**src/design/isat_pkg.sv**
```systemverilog
// ----------------------------------------------------------------------------
// ID slot allocator table package
// Shared widths, request modes, status codes and register indexes.
// ----------------------------------------------------------------------------
package isat_pkg;

  // Payload widths fixed by the interface.
  localparam int unsigned ID_W       = 16;
  localparam int unsigned VALUE_W    = 32;
  localparam int unsigned MODE_W     = 3;
  localparam int unsigned STATUS_W   = 2;
  localparam int unsigned BASE_W     = 16;
  localparam int unsigned COUNT_W    = 11;
  localparam int unsigned CFG_IDX_W  = 1;
  localparam int unsigned CFG_DATA_W = 16;

  // The occupancy bitmap holds one bit per slot, packed into rows.
  localparam int unsigned ROW_BITS   = 32;
  localparam int unsigned ROW_IDX_W  = 5;

  // Request modes; codes five to seven are unused.
  typedef enum logic [MODE_W-1:0] {
    MODE_ALLOCATE = 3'd0,
    MODE_SET      = 3'd1,
    MODE_GET      = 3'd2,
    MODE_RELEASE  = 3'd3,
    MODE_CHECK    = 3'd4
  } mode_e;

  // Result status codes.
  typedef enum logic [STATUS_W-1:0] {
    ST_OK        = 2'd0,
    ST_RANGE     = 2'd1,
    ST_NONE_FREE = 2'd2
  } status_e;

  // Configuration register indexes.
  typedef enum logic [CFG_IDX_W-1:0] {
    CFG_ID_BASE  = 1'b0,
    CFG_ID_COUNT = 1'b1
  } cfg_reg_e;

endpackage

```
**src/design/isat_ctrl.sv**
```systemverilog
// ----------------------------------------------------------------------------
// ID slot allocator controller
// Window registers, request sequencer, bitmap scan and result register.
// ----------------------------------------------------------------------------
module isat_ctrl #(
  parameter int unsigned TABLE_DEPTH = 1024,
  parameter int unsigned ID_BITS     = 16,
  parameter int unsigned AW          = 10,
  parameter int unsigned RAW         = 5
) (
  input  logic                              clk_i,
  input  logic                              rst_ni,
  // Configuration writes
  input  logic                              cfg_we_i,
  input  logic [isat_pkg::CFG_IDX_W-1:0]    cfg_idx_i,
  input  logic [isat_pkg::CFG_DATA_W-1:0]   cfg_wdata_i,
  // Request channel
  input  logic                              in_valid_i,
  output logic                              in_stall_o,
  input  logic [isat_pkg::MODE_W-1:0]       mode_i,
  input  logic [isat_pkg::ID_W-1:0]         id_i,
  input  logic [isat_pkg::VALUE_W-1:0]      write_value_i,
  // Result channel
  output logic                              out_valid_o,
  input  logic                              out_stall_i,
  output logic [isat_pkg::STATUS_W-1:0]     status_o,
  output logic [isat_pkg::VALUE_W-1:0]      data_out_o,
  output logic [isat_pkg::ID_W-1:0]         found_id_o,
  // Value memory
  output logic                              val_we_o,
  output logic [AW-1:0]                     val_addr_o,
  output logic [isat_pkg::VALUE_W-1:0]      val_wdata_o,
  input  logic [isat_pkg::VALUE_W-1:0]      val_rdata_i,
  // Occupancy bitmap memory
  output logic                              occ_we_o,
  output logic [RAW-1:0]                    occ_addr_o,
  output logic [isat_pkg::ROW_BITS-1:0]     occ_wdata_o,
  input  logic [isat_pkg::ROW_BITS-1:0]     occ_rdata_i
);

  localparam int unsigned NROWS = (TABLE_DEPTH + isat_pkg::ROW_BITS - 1) / isat_pkg::ROW_BITS;
  // Wide enough for the ID space, the table depth and a row past the end.
  localparam int unsigned LW = (ID_BITS + 1 > 18) ? ID_BITS + 1 : 18;
  localparam logic [LW-1:0] ID_MASK  = LW'((64'd1 << ID_BITS) - 64'd1);
  localparam logic [LW-1:0] DEPTH_L  = LW'(TABLE_DEPTH);
  localparam logic [LW-1:0] ROW_L    = LW'(isat_pkg::ROW_BITS);
  localparam logic [RAW-1:0] LAST_ROW = RAW'(NROWS - 1);

  typedef enum logic [2:0] {
    S_CLEAR,
    S_IDLE,
    S_DECODE,
    S_RMW,
    S_SCAN,
    S_EMIT
  } state_e;

  state_e                               state_q;
  logic [isat_pkg::BASE_W-1:0]          base_q;
  logic [isat_pkg::COUNT_W-1:0]         count_q;
  logic [LW-1:0]                        n_q, n_d;
  logic [RAW-1:0]                       clr_row_q;
  logic [isat_pkg::MODE_W-1:0]          mode_q;
  logic [isat_pkg::ID_W-1:0]            id_q;
  logic [isat_pkg::VALUE_W-1:0]         wval_q;
  logic [AW-1:0]                        pos_q;
  logic [RAW-1:0]                       row_q;
  logic [isat_pkg::ROW_IDX_W-1:0]       bit_q;
  logic [RAW-1:0]                       scan_row_q;
  logic [RAW-1:0]                       chk_row_q;
  logic                                 chk_vld_q;
  isat_pkg::status_e                    res_status_q;
  logic [isat_pkg::VALUE_W-1:0]         res_data_q;
  logic [isat_pkg::ID_W-1:0]            res_found_q;
  logic                                 out_valid_q;
  isat_pkg::status_e                    out_status_q;
  logic [isat_pkg::VALUE_W-1:0]         out_data_q;
  logic [isat_pkg::ID_W-1:0]            out_found_q;

  logic [LW-1:0]                        base_l, cnt_l, cnt_sat, room;
  logic [LW-1:0]                        id_l, diff;
  logic                                 in_win;
  logic                                 in_acc;
  logic                                 emit;
  logic                                 mode_addr;
  logic [LW-1:0]                        row_start, rem, slot;
  logic [isat_pkg::ROW_BITS-1:0]        row_mask, free_vec, occ_new;
  logic [isat_pkg::ROW_IDX_W-1:0]       enc;
  logic                                 any_free, last_row;

  // Number of usable slots: count clipped to the depth and to the ID space.
  always_comb begin
    base_l  = LW'(base_q);
    cnt_l   = LW'(count_q);
    cnt_sat = (cnt_l > DEPTH_L) ? DEPTH_L : cnt_l;
    room    = (base_l > ID_MASK) ? '0 : (ID_MASK - base_l + LW'(1));
    n_d     = (cnt_sat > room) ? room : cnt_sat;
  end

  // Window lookup for the latched request.
  always_comb begin
    id_l      = LW'(id_q) & ID_MASK;
    diff      = id_l - base_l;
    in_win    = (id_l >= base_l) && (diff < n_q);
    mode_addr = (mode_q == isat_pkg::MODE_SET) || (mode_q == isat_pkg::MODE_GET) ||
                (mode_q == isat_pkg::MODE_RELEASE) || (mode_q == isat_pkg::MODE_CHECK);
  end

  // Free-slot search within the bitmap row that returned this cycle.
  always_comb begin
    row_start = LW'(chk_row_q) << isat_pkg::ROW_IDX_W;
    rem       = (n_q > row_start) ? (n_q - row_start) : '0;
    for (int b = 0; b < isat_pkg::ROW_BITS; b++) begin
      row_mask[b] = (LW'(b) < rem);
    end
    free_vec = ~occ_rdata_i & row_mask;
    any_free = |free_vec;
    enc      = '0;
    for (int b = isat_pkg::ROW_BITS - 1; b >= 0; b--) begin
      if (free_vec[b]) begin
        enc = isat_pkg::ROW_IDX_W'(b);
      end
    end
    slot     = row_start + LW'(enc);
    last_row = (row_start + ROW_L) >= n_q;
  end

  // Memory addressing and write-back of the occupancy bit.
  always_comb begin
    occ_new          = occ_rdata_i;
    occ_new[bit_q]   = (mode_q == isat_pkg::MODE_SET) && (wval_q != '0);
    val_wdata_o      = wval_q;
    val_we_o         = (state_q == S_RMW) && (mode_q == isat_pkg::MODE_SET);
    val_addr_o       = (state_q == S_DECODE) ? diff[AW-1:0] : pos_q;
    occ_we_o         = 1'b0;
    occ_wdata_o      = occ_new;
    unique case (state_q)
      S_CLEAR: begin
        occ_addr_o  = clr_row_q;
        occ_we_o    = 1'b1;
        occ_wdata_o = '0;
      end
      S_DECODE: occ_addr_o = diff[RAW+isat_pkg::ROW_IDX_W-1:isat_pkg::ROW_IDX_W];
      S_RMW: begin
        occ_addr_o = row_q;
        occ_we_o   = (mode_q == isat_pkg::MODE_SET) || (mode_q == isat_pkg::MODE_RELEASE);
      end
      S_SCAN:  occ_addr_o = scan_row_q;
      default: occ_addr_o = row_q;
    endcase
  end

  // A window write in the same cycle keeps the request channel closed.
  assign in_acc     = in_valid_i && !in_stall_o;
  assign in_stall_o = (state_q != S_IDLE) || cfg_we_i;

  // The result register takes a new result once it is empty or being taken.
  assign emit = (state_q == S_EMIT) && !cfg_we_i && (!out_valid_q || !out_stall_i);

  // Sequencer, window registers and result registers.
  always_ff @(posedge clk_i or negedge rst_ni) begin
    if (!rst_ni) begin
      state_q      <= S_CLEAR;
      base_q       <= '0;
      count_q      <= isat_pkg::COUNT_W'(1024);
      n_q          <= '0;
      clr_row_q    <= '0;
      mode_q       <= '0;
      id_q         <= '0;
      wval_q       <= '0;
      pos_q        <= '0;
      row_q        <= '0;
      bit_q        <= '0;
      scan_row_q   <= '0;
      chk_row_q    <= '0;
      chk_vld_q    <= 1'b0;
      res_status_q <= isat_pkg::ST_OK;
      res_data_q   <= '0;
      res_found_q  <= '0;
      out_valid_q  <= 1'b0;
      out_status_q <= isat_pkg::ST_OK;
      out_data_q   <= '0;
      out_found_q  <= '0;
    end else begin
      n_q <= n_d;
      // The result register fills on a new result and empties when taken.
      if (emit) begin
        out_valid_q <= 1'b1;
      end else if (out_valid_q && !out_stall_i) begin
        out_valid_q <= 1'b0;
      end
      if (cfg_we_i) begin
        // A window write restarts the bitmap clearing pass.
        unique case (isat_pkg::cfg_reg_e'(cfg_idx_i))
          isat_pkg::CFG_ID_BASE:  base_q  <= cfg_wdata_i[isat_pkg::BASE_W-1:0];
          isat_pkg::CFG_ID_COUNT: count_q <= cfg_wdata_i[isat_pkg::COUNT_W-1:0];
          default: ;
        endcase
        state_q   <= S_CLEAR;
        clr_row_q <= '0;
      end else begin
        unique case (state_q)
          S_CLEAR: begin
            clr_row_q <= clr_row_q + RAW'(1);
            if (clr_row_q == LAST_ROW) begin
              state_q <= S_IDLE;
            end
          end
          S_IDLE: begin
            if (in_acc) begin
              mode_q  <= mode_i;
              id_q    <= id_i;
              wval_q  <= write_value_i;
              state_q <= S_DECODE;
            end
          end
          S_DECODE: begin
            pos_q        <= diff[AW-1:0];
            row_q        <= diff[RAW+isat_pkg::ROW_IDX_W-1:isat_pkg::ROW_IDX_W];
            bit_q        <= diff[isat_pkg::ROW_IDX_W-1:0];
            res_status_q <= isat_pkg::ST_OK;
            res_data_q   <= '0;
            res_found_q  <= '0;
            if (mode_q == isat_pkg::MODE_ALLOCATE) begin
              scan_row_q <= '0;
              chk_vld_q  <= 1'b0;
              state_q    <= S_SCAN;
            end else if (mode_addr && !in_win) begin
              res_status_q <= isat_pkg::ST_RANGE;
              state_q      <= S_EMIT;
            end else if (mode_addr && (mode_q != isat_pkg::MODE_CHECK)) begin
              state_q <= S_RMW;
            end else begin
              state_q <= S_EMIT;
            end
          end
          S_RMW: begin
            // A clear occupancy bit means the stored value is zero.
            res_data_q <= occ_rdata_i[bit_q] ? val_rdata_i : '0;
            state_q    <= S_EMIT;
          end
          S_SCAN: begin
            scan_row_q <= scan_row_q + RAW'(1);
            chk_row_q  <= scan_row_q;
            chk_vld_q  <= 1'b1;
            if (chk_vld_q) begin
              if (any_free) begin
                res_status_q <= isat_pkg::ST_OK;
                res_found_q  <= isat_pkg::ID_W'(base_l + slot);
                state_q      <= S_EMIT;
              end else if (last_row) begin
                res_status_q <= isat_pkg::ST_NONE_FREE;
                state_q      <= S_EMIT;
              end
            end
          end
          S_EMIT: begin
            if (emit) begin
              out_status_q <= res_status_q;
              out_data_q   <= res_data_q;
              out_found_q  <= res_found_q;
              state_q      <= S_IDLE;
            end
          end
          default: state_q <= S_CLEAR;
        endcase
      end
    end
  end

  assign out_valid_o = out_valid_q;
  assign status_o    = out_status_q;
  assign data_out_o  = out_data_q;
  assign found_id_o  = out_found_q;

  // A window write always blocks requests while the bitmap is cleared.
  a_cfg_blocks: assert property (@(posedge clk_i) disable iff (!rst_ni)
    cfg_we_i |=> in_stall_o)
    else $error("request channel open right after a window write");

  // One request at a time: an accepted transaction closes the channel.
  a_one_at_a_time: assert property (@(posedge clk_i) disable iff (!rst_ni)
    in_acc |=> in_stall_o)
    else $error("request channel open while a transaction is in work");

  // Only an allocation can end with no free ID.
  a_none_free_alloc: assert property (@(posedge clk_i) disable iff (!rst_ni)
    (state_q == S_EMIT && res_status_q == isat_pkg::ST_NONE_FREE) |->
    mode_q == isat_pkg::MODE_ALLOCATE)
    else $error("no-free status for a request that is not an allocation");

  // An allocation never ends with the out-of-window status.
  a_range_not_alloc: assert property (@(posedge clk_i) disable iff (!rst_ni)
    (state_q == S_EMIT && res_status_q == isat_pkg::ST_RANGE) |->
    mode_q != isat_pkg::MODE_ALLOCATE)
    else $error("out-of-window status for an allocation");

endmodule

```
**config.mk**
```make
export PLATFORM = sky130hd
export DESIGN_NAME = isat_ctrl
export DESIGN_NICKNAME = d
export VERILOG_FILES = /design/src/design/isat_pkg.sv /design/src/design/isat_ctrl.sv
export SDC_FILE = /design/constraint.sdc
export NUM_CORES = 1
export LEC_CHECK = 0
export ABC_AREA = 1
export BUFFER_PORTS_ARGS = -buffer_cell sky130_fd_sc_hd__buf_4
export CAP_MARGIN = 20
export CORE_UTILIZATION = 43
export CTS_CLUSTER_DIAMETER = 80
export DETAILED_ROUTE_END_ITERATION = 10
export PLACE_DENSITY = 0.7
export SLEW_MARGIN = 20
export SYNTH_ARGS = -nofsm -noshare
export SYNTH_HDL_FRONTEND = slang
export SYNTH_SLANG_ARGS = --single-unit
```
**constraint.sdc**
```tcl
create_clock -name clk_i -period 11.1 [get_ports clk_i]
set_input_delay 1.11 -clock clk_i [delete_from_list [all_inputs] [get_ports clk_i]]
set_output_delay 1.11 -clock clk_i [all_outputs]
set_load 0.01 [all_outputs]
```
==> impl_metrics.json, run 1 <==
{
  "root_buffer": "clkbuf_16",
  "finalMaxSlewViolations": 0,
  "synthTopCellsByArea": "dfrtp_1 (42%), nand2_1 (8.5%), o21ai_0 (7.1%)",
  "powerDensity_nw_per_um2": 261,
  "cts_tree": "yes",
  "grt_pass1_vias": 12600,
  "seq_area_um2": 5880,
  "ir_drop_v": 0.000139,
  "cts.sinks": 235,
  "grt_start_max_net_pins": 105,
  "synth_cell_type_count": 52,
  "fin_crit_sh": 0.582,
  "drt-total-wl_um": 41400,
  "die_w_um": 182,
  "final_nets": 2204,
  "synth-edff-count": 0,
  "drive_above_1_share": 0.206,
  "firstDrtPassIters": 8,
  "design_area_um2": 17200,
  "setup_viol_count_final": 0,
  "die_y_um": 182,
  "worst_pin_slew_ns": 1.06,
  "fill_cells": 2979,
  "synthMostInstantiatedCell": "nand2_1",
  "path_common_cell": "nand2_1",
  "power.leakage_nw": 8.50,
  "area_delta_synth_final_pct": 23.8,
  "tns_ns": 0,
  "postCtsHoldBufs": 0,
  "max_stage_delay_ns": 0.44,
  "clk_path_buf_depth": 3,
  "hpwl_um": 31300,
  "port_buffers": 269,
  "grt_pass1_wl_um": 66300,
  "ant_nets": 0,
  "reg2reg_slack_ns": 4.64,
  "cap_violations": 0,
  "fp.coreArea_um2": 31600,
  "ys_ff_latch": 235,
  "syn_avg_cell_area_um2": 7.95,
  "via_per_inst": 5.43,
  "clock_skew_ns": 0.0118,
  "synthCells": 1747,
  "ys.warnings.count": 0,
  "wire_per_inst_um": 17.1,
  "rr_startpoint": "chk_row_q[0]",
  "synth_area_um2": 13900,
  "route.detailed.drc": 0,
  "ys_seq_area_frac": 0.423,
  "cts.clk_slew.worst_paths_ns": 0.06,
  "worstPathRequired_ns": 11.55,
  "r2r-end": "res_found_q[14]",
  "io_pins": 270,
  "hold_viol": 0,
  "grt_overflow": 0,
  "ctsResizeCount": 0,
  "whs_path_depth": 2,
  "via_count": 13100,
  "place.gp.congestion": 0.988,
  "rows": 65,
  "outcome": "complete, no violations",
  "worstHoldStart": "res_found_q[11]",
  "worst_skew_pair.late_latency_ns": 0.54,
  "hold-path-endpoint": "res_found_q[11]",
  "antenna_found_initial": 1,
  "hold_path_class": "flip-flop to flip-flop",
  "die_area_um2": 33000,
  "grt_use_total": 0.250,
  "arrival_ns": 6.91,
  "min_period_ns": 6.46,
  "rsz0062_at_grt": "no",
  "placed_cells": 2369,
  "cts_buffers": 27,
  "timing.critical_path.slowest_stage_cell": "dfrtp_1",
  "htreeDepth": 1,
  "synth_common_cells": "nand2_1 (316), inv_1 (243), dfrtp_1 (234)",
  "cts_setup_buffers": 0,
  "r2r_cells": 63,
  "slew_headroom": 0.288,
  "initial_core_util": 0.439,
  "cp_max_fo": 9,
  "endpoint_kind": "flip-flop",
  "stdcell_count": 2417,
  "startpoint_type": "flip-flop",
  "critPathKind": "flip-flop to flip-flop",
  "fmax_mhz": 155,
  "dr.first_iter.drc_count": 1200,
  "synthArstFlopShare": 1.00,
  "multi_input_area_um2": 6860,
  "yosysTopAreaCellShare": 0.421,
  "ys.flop_type": "dfrtp_1",
  "synth_top_cell_by_area": "dfrtp_1",
  "dpl_cell_area_um2": 16300
}
## cells in the final DEF, fill, tap and decap left out, types with 3 or more instances in the layout
master and n:
nand3b_1 3, conb_1 6, clkbuf_1 4, nand2_4 3
nor3_1 79, clkbuf_16 27, a21oi_1 77, ha_1 68
nor2_4 5, clkinvlp_4 3, o211ai_1 17, a31oi_1 16
nand2_1 316, a21oi_2 3, nand3_1 51, nor2_1 133
o21ai_0 198, nor2_2 5, dfrtp_1 234, o21bai_1 7
o31ai_1 8, a211oi_1 4, buf_4 280, mux2_2 49
o22ai_1 12, nand3_2 5, inv_2 7, nand4_1 49
nor4_1 12, fa_1 3, xor2_1 24, clkbuf_8 7
or2_2 3, xnor2_1 4, inv_1 243, a22oi_1 4
o2111ai_1 8, o221ai_1 4
## registers in the layout, indices dropped and copies added (netlist names), 5 cells and up
name,flops
data_out_o,32
res_data_q,32
val_wdata_o,32
n_q,17
base_q,16
found_id_o,16
id_q,16
res_found_q,16
count_q,11
pos_q,10
bit_q,5
chk_row_q,5
clr_row_q,5
row_q,5
scan_row_q,5
## cell families after synthesis
logic type / synth area share
muxes: 0.0404
other: 0.000270
xor gates and xnor gates: 0.0177
AOI/OAI and AO/OA: 0.152
and+or+nand+nor: 0.214
adders and majority gates: 0.0656
buffers and inverters: 0.0864
DFF: 0.423
## stage by stage
stage | hold slack, ns | worst slack [ns] | util | total power [mW]
floorplan | 0.448 | 5.49 | - | 2.71
global placement | 0.467 | 4.86 | 0.516 | 3.55
detailed placement | 0.474 | 4.72 | 0.516 | 3.59
CTS | 0.488 | 4.68 | 0.544 | 4.49
global route | 0.497 | 3.58 | 0.544 | 4.82
finish | 0.483 | 4.64 | 0.544 | 4.49
## how the worst max path moves through the flow
stage | from | to | depth (start not counted)
after floorplan | chk_row_q[0] | res_found_q[15] | 62
after global placement | chk_row_q[0] | res_found_q[15] | 62
after detailed placement | chk_row_q[0] | res_found_q[15] | 62
after CTS | chk_row_q[0] | res_found_q[15] | 62
after global routing | chk_row_q[0] | res_found_q[15] | 64
final | chk_row_q[0] | res_found_q[14] | 63
## worst max-delay path: cells and delay by family, from the launching register on
family | cells | cell delay, ns
simple gates | 48 | 3.30
fa+ha+maj | 4 | 1.26
compound gates | 9 | 1.25
buf+inv | 2 | 0.14
flops | 1 | 0.44
## power by group
group	internal (mW)	switching [mW]	total, mW
combinational	0.879	1.35	2.23
sequential	1.16	0.212	1.37
clock	0.517	0.365	0.882
## cell type report
| cell class | count | share of cell area |
|---|---|---|
| Multi-Input combinational cell | 1198 | 0.399 |
| Antenna cell | 1 | 0.000145 |
| Clock buffer | 38 | 0.0458 |
| Inverter | 253 | 0.0554 |
| Sequential cell | 235 | 0.342 |
| Clock inverter | 9 | 0.00531 |
| Timing Repair Buffer | 281 | 0.123 |
| Tap cell | 402 | 0.0292 |
## metal layers
layer	vias up	routed length (um)	global-route usage
met1	6209	18200	0.350
li1	6337	-	-
met4	0	1510	0.0881
met5	-	0	0
met2	469	19100	0.397
met3	100	2560	0.0337
Note: power is estimated with default switching activity, not from simulation.
==> inputs of run 2 (changes only) <==
==> constraint.sdc (replaced) <==
create_clock -name clk_i -period 6.7 [get_ports clk_i]
set_input_delay 0.67 -clock clk_i [delete_from_list [all_inputs] [get_ports clk_i]]
set_output_delay 0.67 -clock clk_i [all_outputs]
set_load 0.01 [all_outputs]
==> impl_metrics.json, run 2 (synthesis gave the netlist of run 1 again) <==
{
  "outcome": "complete, no violations",
  "cts.sinks": 235,
  "powerDensity_nw_per_um2": 435,
  "dr.first_iter.drc_count": 1028,
  "arrival_ns": 6.70,
  "via_count": 13100,
  "fmax_mhz": 160,
  "grt_overflow": 0,
  "htreeDepth": 1,
  "rsz0062_at_grt": "yes",
  "power.leakage_nw": 8.64,
  "cap_violations": 0,
  "ir_drop_v": 0.000292,
  "worst_pin_slew_ns": 1.11,
  "route.detailed.drc": 0,
  "fin_crit_sh": 0.933,
  "io_pins": 270,
  "grt_pass1_wl_um": 66000,
  "grt_start_max_net_pins": 101,
  "clk_path_buf_depth": 3,
  "drive_above_1_share": 0.230,
  "port_buffers": 269,
  "cts.clk_slew.worst_paths_ns": 0.06,
  "cp_max_fo": 7,
  "path_common_cell": "nand2_1",
  "endpoint_kind": "flip-flop",
  "fill_cells": 2880,
  "hpwl_um": 32200,
  "die_area_um2": 33000,
  "critPathKind": "flip-flop to flip-flop",
  "die_w_um": 182,
  "timing.critical_path.slowest_stage_cell": "dfrtp_2",
  "hold_viol": 0,
  "ant_nets": 0,
  "cpLargestDelayFamily": "simple AND/OR/NAND/NOR gates",
  "cts_buffers": 27,
  "tns_ns": 0,
  "initial_core_util": 0.439,
  "antenna_found_initial": 1,
  "finalMaxSlewViolations": 0,
  "slew_headroom": 0.255,
  "setup_viol_count_final": 0,
  "area_delta_synth_final_pct": 26.7,
  "final_cell_mix": "nand2_1 (311), buf_4 (294), inv_1 (238)",
  "dpl_cell_area_um2": 16300,
  "worst_skew_pair.late_latency_ns": 0.53,
  "grt_pass1_vias": 12500,
  "mostFrequentLayoutCell": "nand2_1",
  "final_util": 0.556,
  "drt-total-wl_um": 42700,
  "root_buffer": "clkbuf_16",
  "firstDrtPassIters": 7,
  "worstPathRequired_ns": 7.15,
  "cts_tree": "yes",
  "min_period_ns": 6.25,
  "rows": 65,
  "crit_buf_inv": 3,
  "postCtsHoldBufs": 0,
  "fp.coreArea_um2": 31600,
  "place.gp.congestion": 0.974,
  "max_stage_delay_ns": 0.43,
  "hold_path_class": "input port to async pin",
  "grt_use_total": 0.251,
  "design_area_um2": 17600,
  "via_per_inst": 5.39,
  "startpoint_type": "flip-flop",
  "die_y_um": 182,
  "final_nets": 2220,
  "clock_skew_ns": 0.0240,
  "wire_per_inst_um": 17.5
}
[run 2: worst paths after layout]
kind	from	endpoint	slack [ns]	depth (start not counted)
worst max-delay path	chk_row_q[0]	res_found_q[15]	0.45	62
worst min-delay path	rst_ni	res_data_q[5]	0.18	1
worst max register to register	chk_row_q[0]	res_found_q[15]	0.45	62
worst min register to register	data_out_o[7]	data_out_o[7]	0.49	2
max in group asynchronous	rst_ni	id_q[3]	5.11	2
min in group clk_i	id_i[7]	id_q[7]	0.36	2
[run 2: per-stage QoR]
step | power (mW) | instances | setup WS (ns) | hold slack (ns)
after floorplan | 4.48 | 1752 | 1.09 | 0.374
after global placement | 5.90 | 2369 | 0.448 | 0.467
after detailed placement | 5.97 | 2369 | 0.285 | 0.474
after CTS | 7.53 | 2416 | 0.253 | 0.198
after global routing | 8.20 | 2433 | -0.188 | 0.243
final | 7.67 | 2434 | 0.452 | 0.183
[run 2: report_power, final]
group          switching (mW)  internal, mW  leakage [nW]
Clock                   0.575         0.958         0.454
Combinational            2.32          1.53          5.20
Sequential              0.356          1.92          2.99
Total                    3.25          4.41          8.64
[run 2: worst register-to-register path: cells and delay by family, from the launching register on]
family | cells | cell delay [ns]
AND/OR/NAND/NOR | 44 | 2.95
XOR/XNOR | 1 | 0.11
flip-flops | 1 | 0.43
buffers and inverters | 3 | 0.28
AO/OA/AOI/OAI | 11 | 1.62
adder cells (fa/ha/maj) | 3 | 0.78
[run 2: what timing repair did]
action                                  in CTS  in global routing
endpoints found under the setup margin       0                  6
buffers inserted                             0                 14
resized for setup                            0                 54
endpoints found under the hold margin        0                  0
[run 2: layout make-up]
class	instances	area, um^2	area share
multi-input cells	1199	7090	0.403
flip-flops and latches	235	5880	0.334
repair buffers	296	2240	0.127
inverters	253	952	0.0541
clock buffers	39	781	0.0443
well taps	402	503	0.0286
clock inverters	8	149	0.00846
diodes	2	5.00	0.000284
[run 2: routing by layer]
metal | vias to the layer above | global-route usage | share of wire
li1 | 6378 | - | -
met1 | 6229 | 0.349 | 0.44
met2 | 424 | 0.407 | 0.46
met3 | 87 | 0.0317 | 0.059
met4 | 0 | 0.0807 | 0.033
met5 | - | 0 | 0
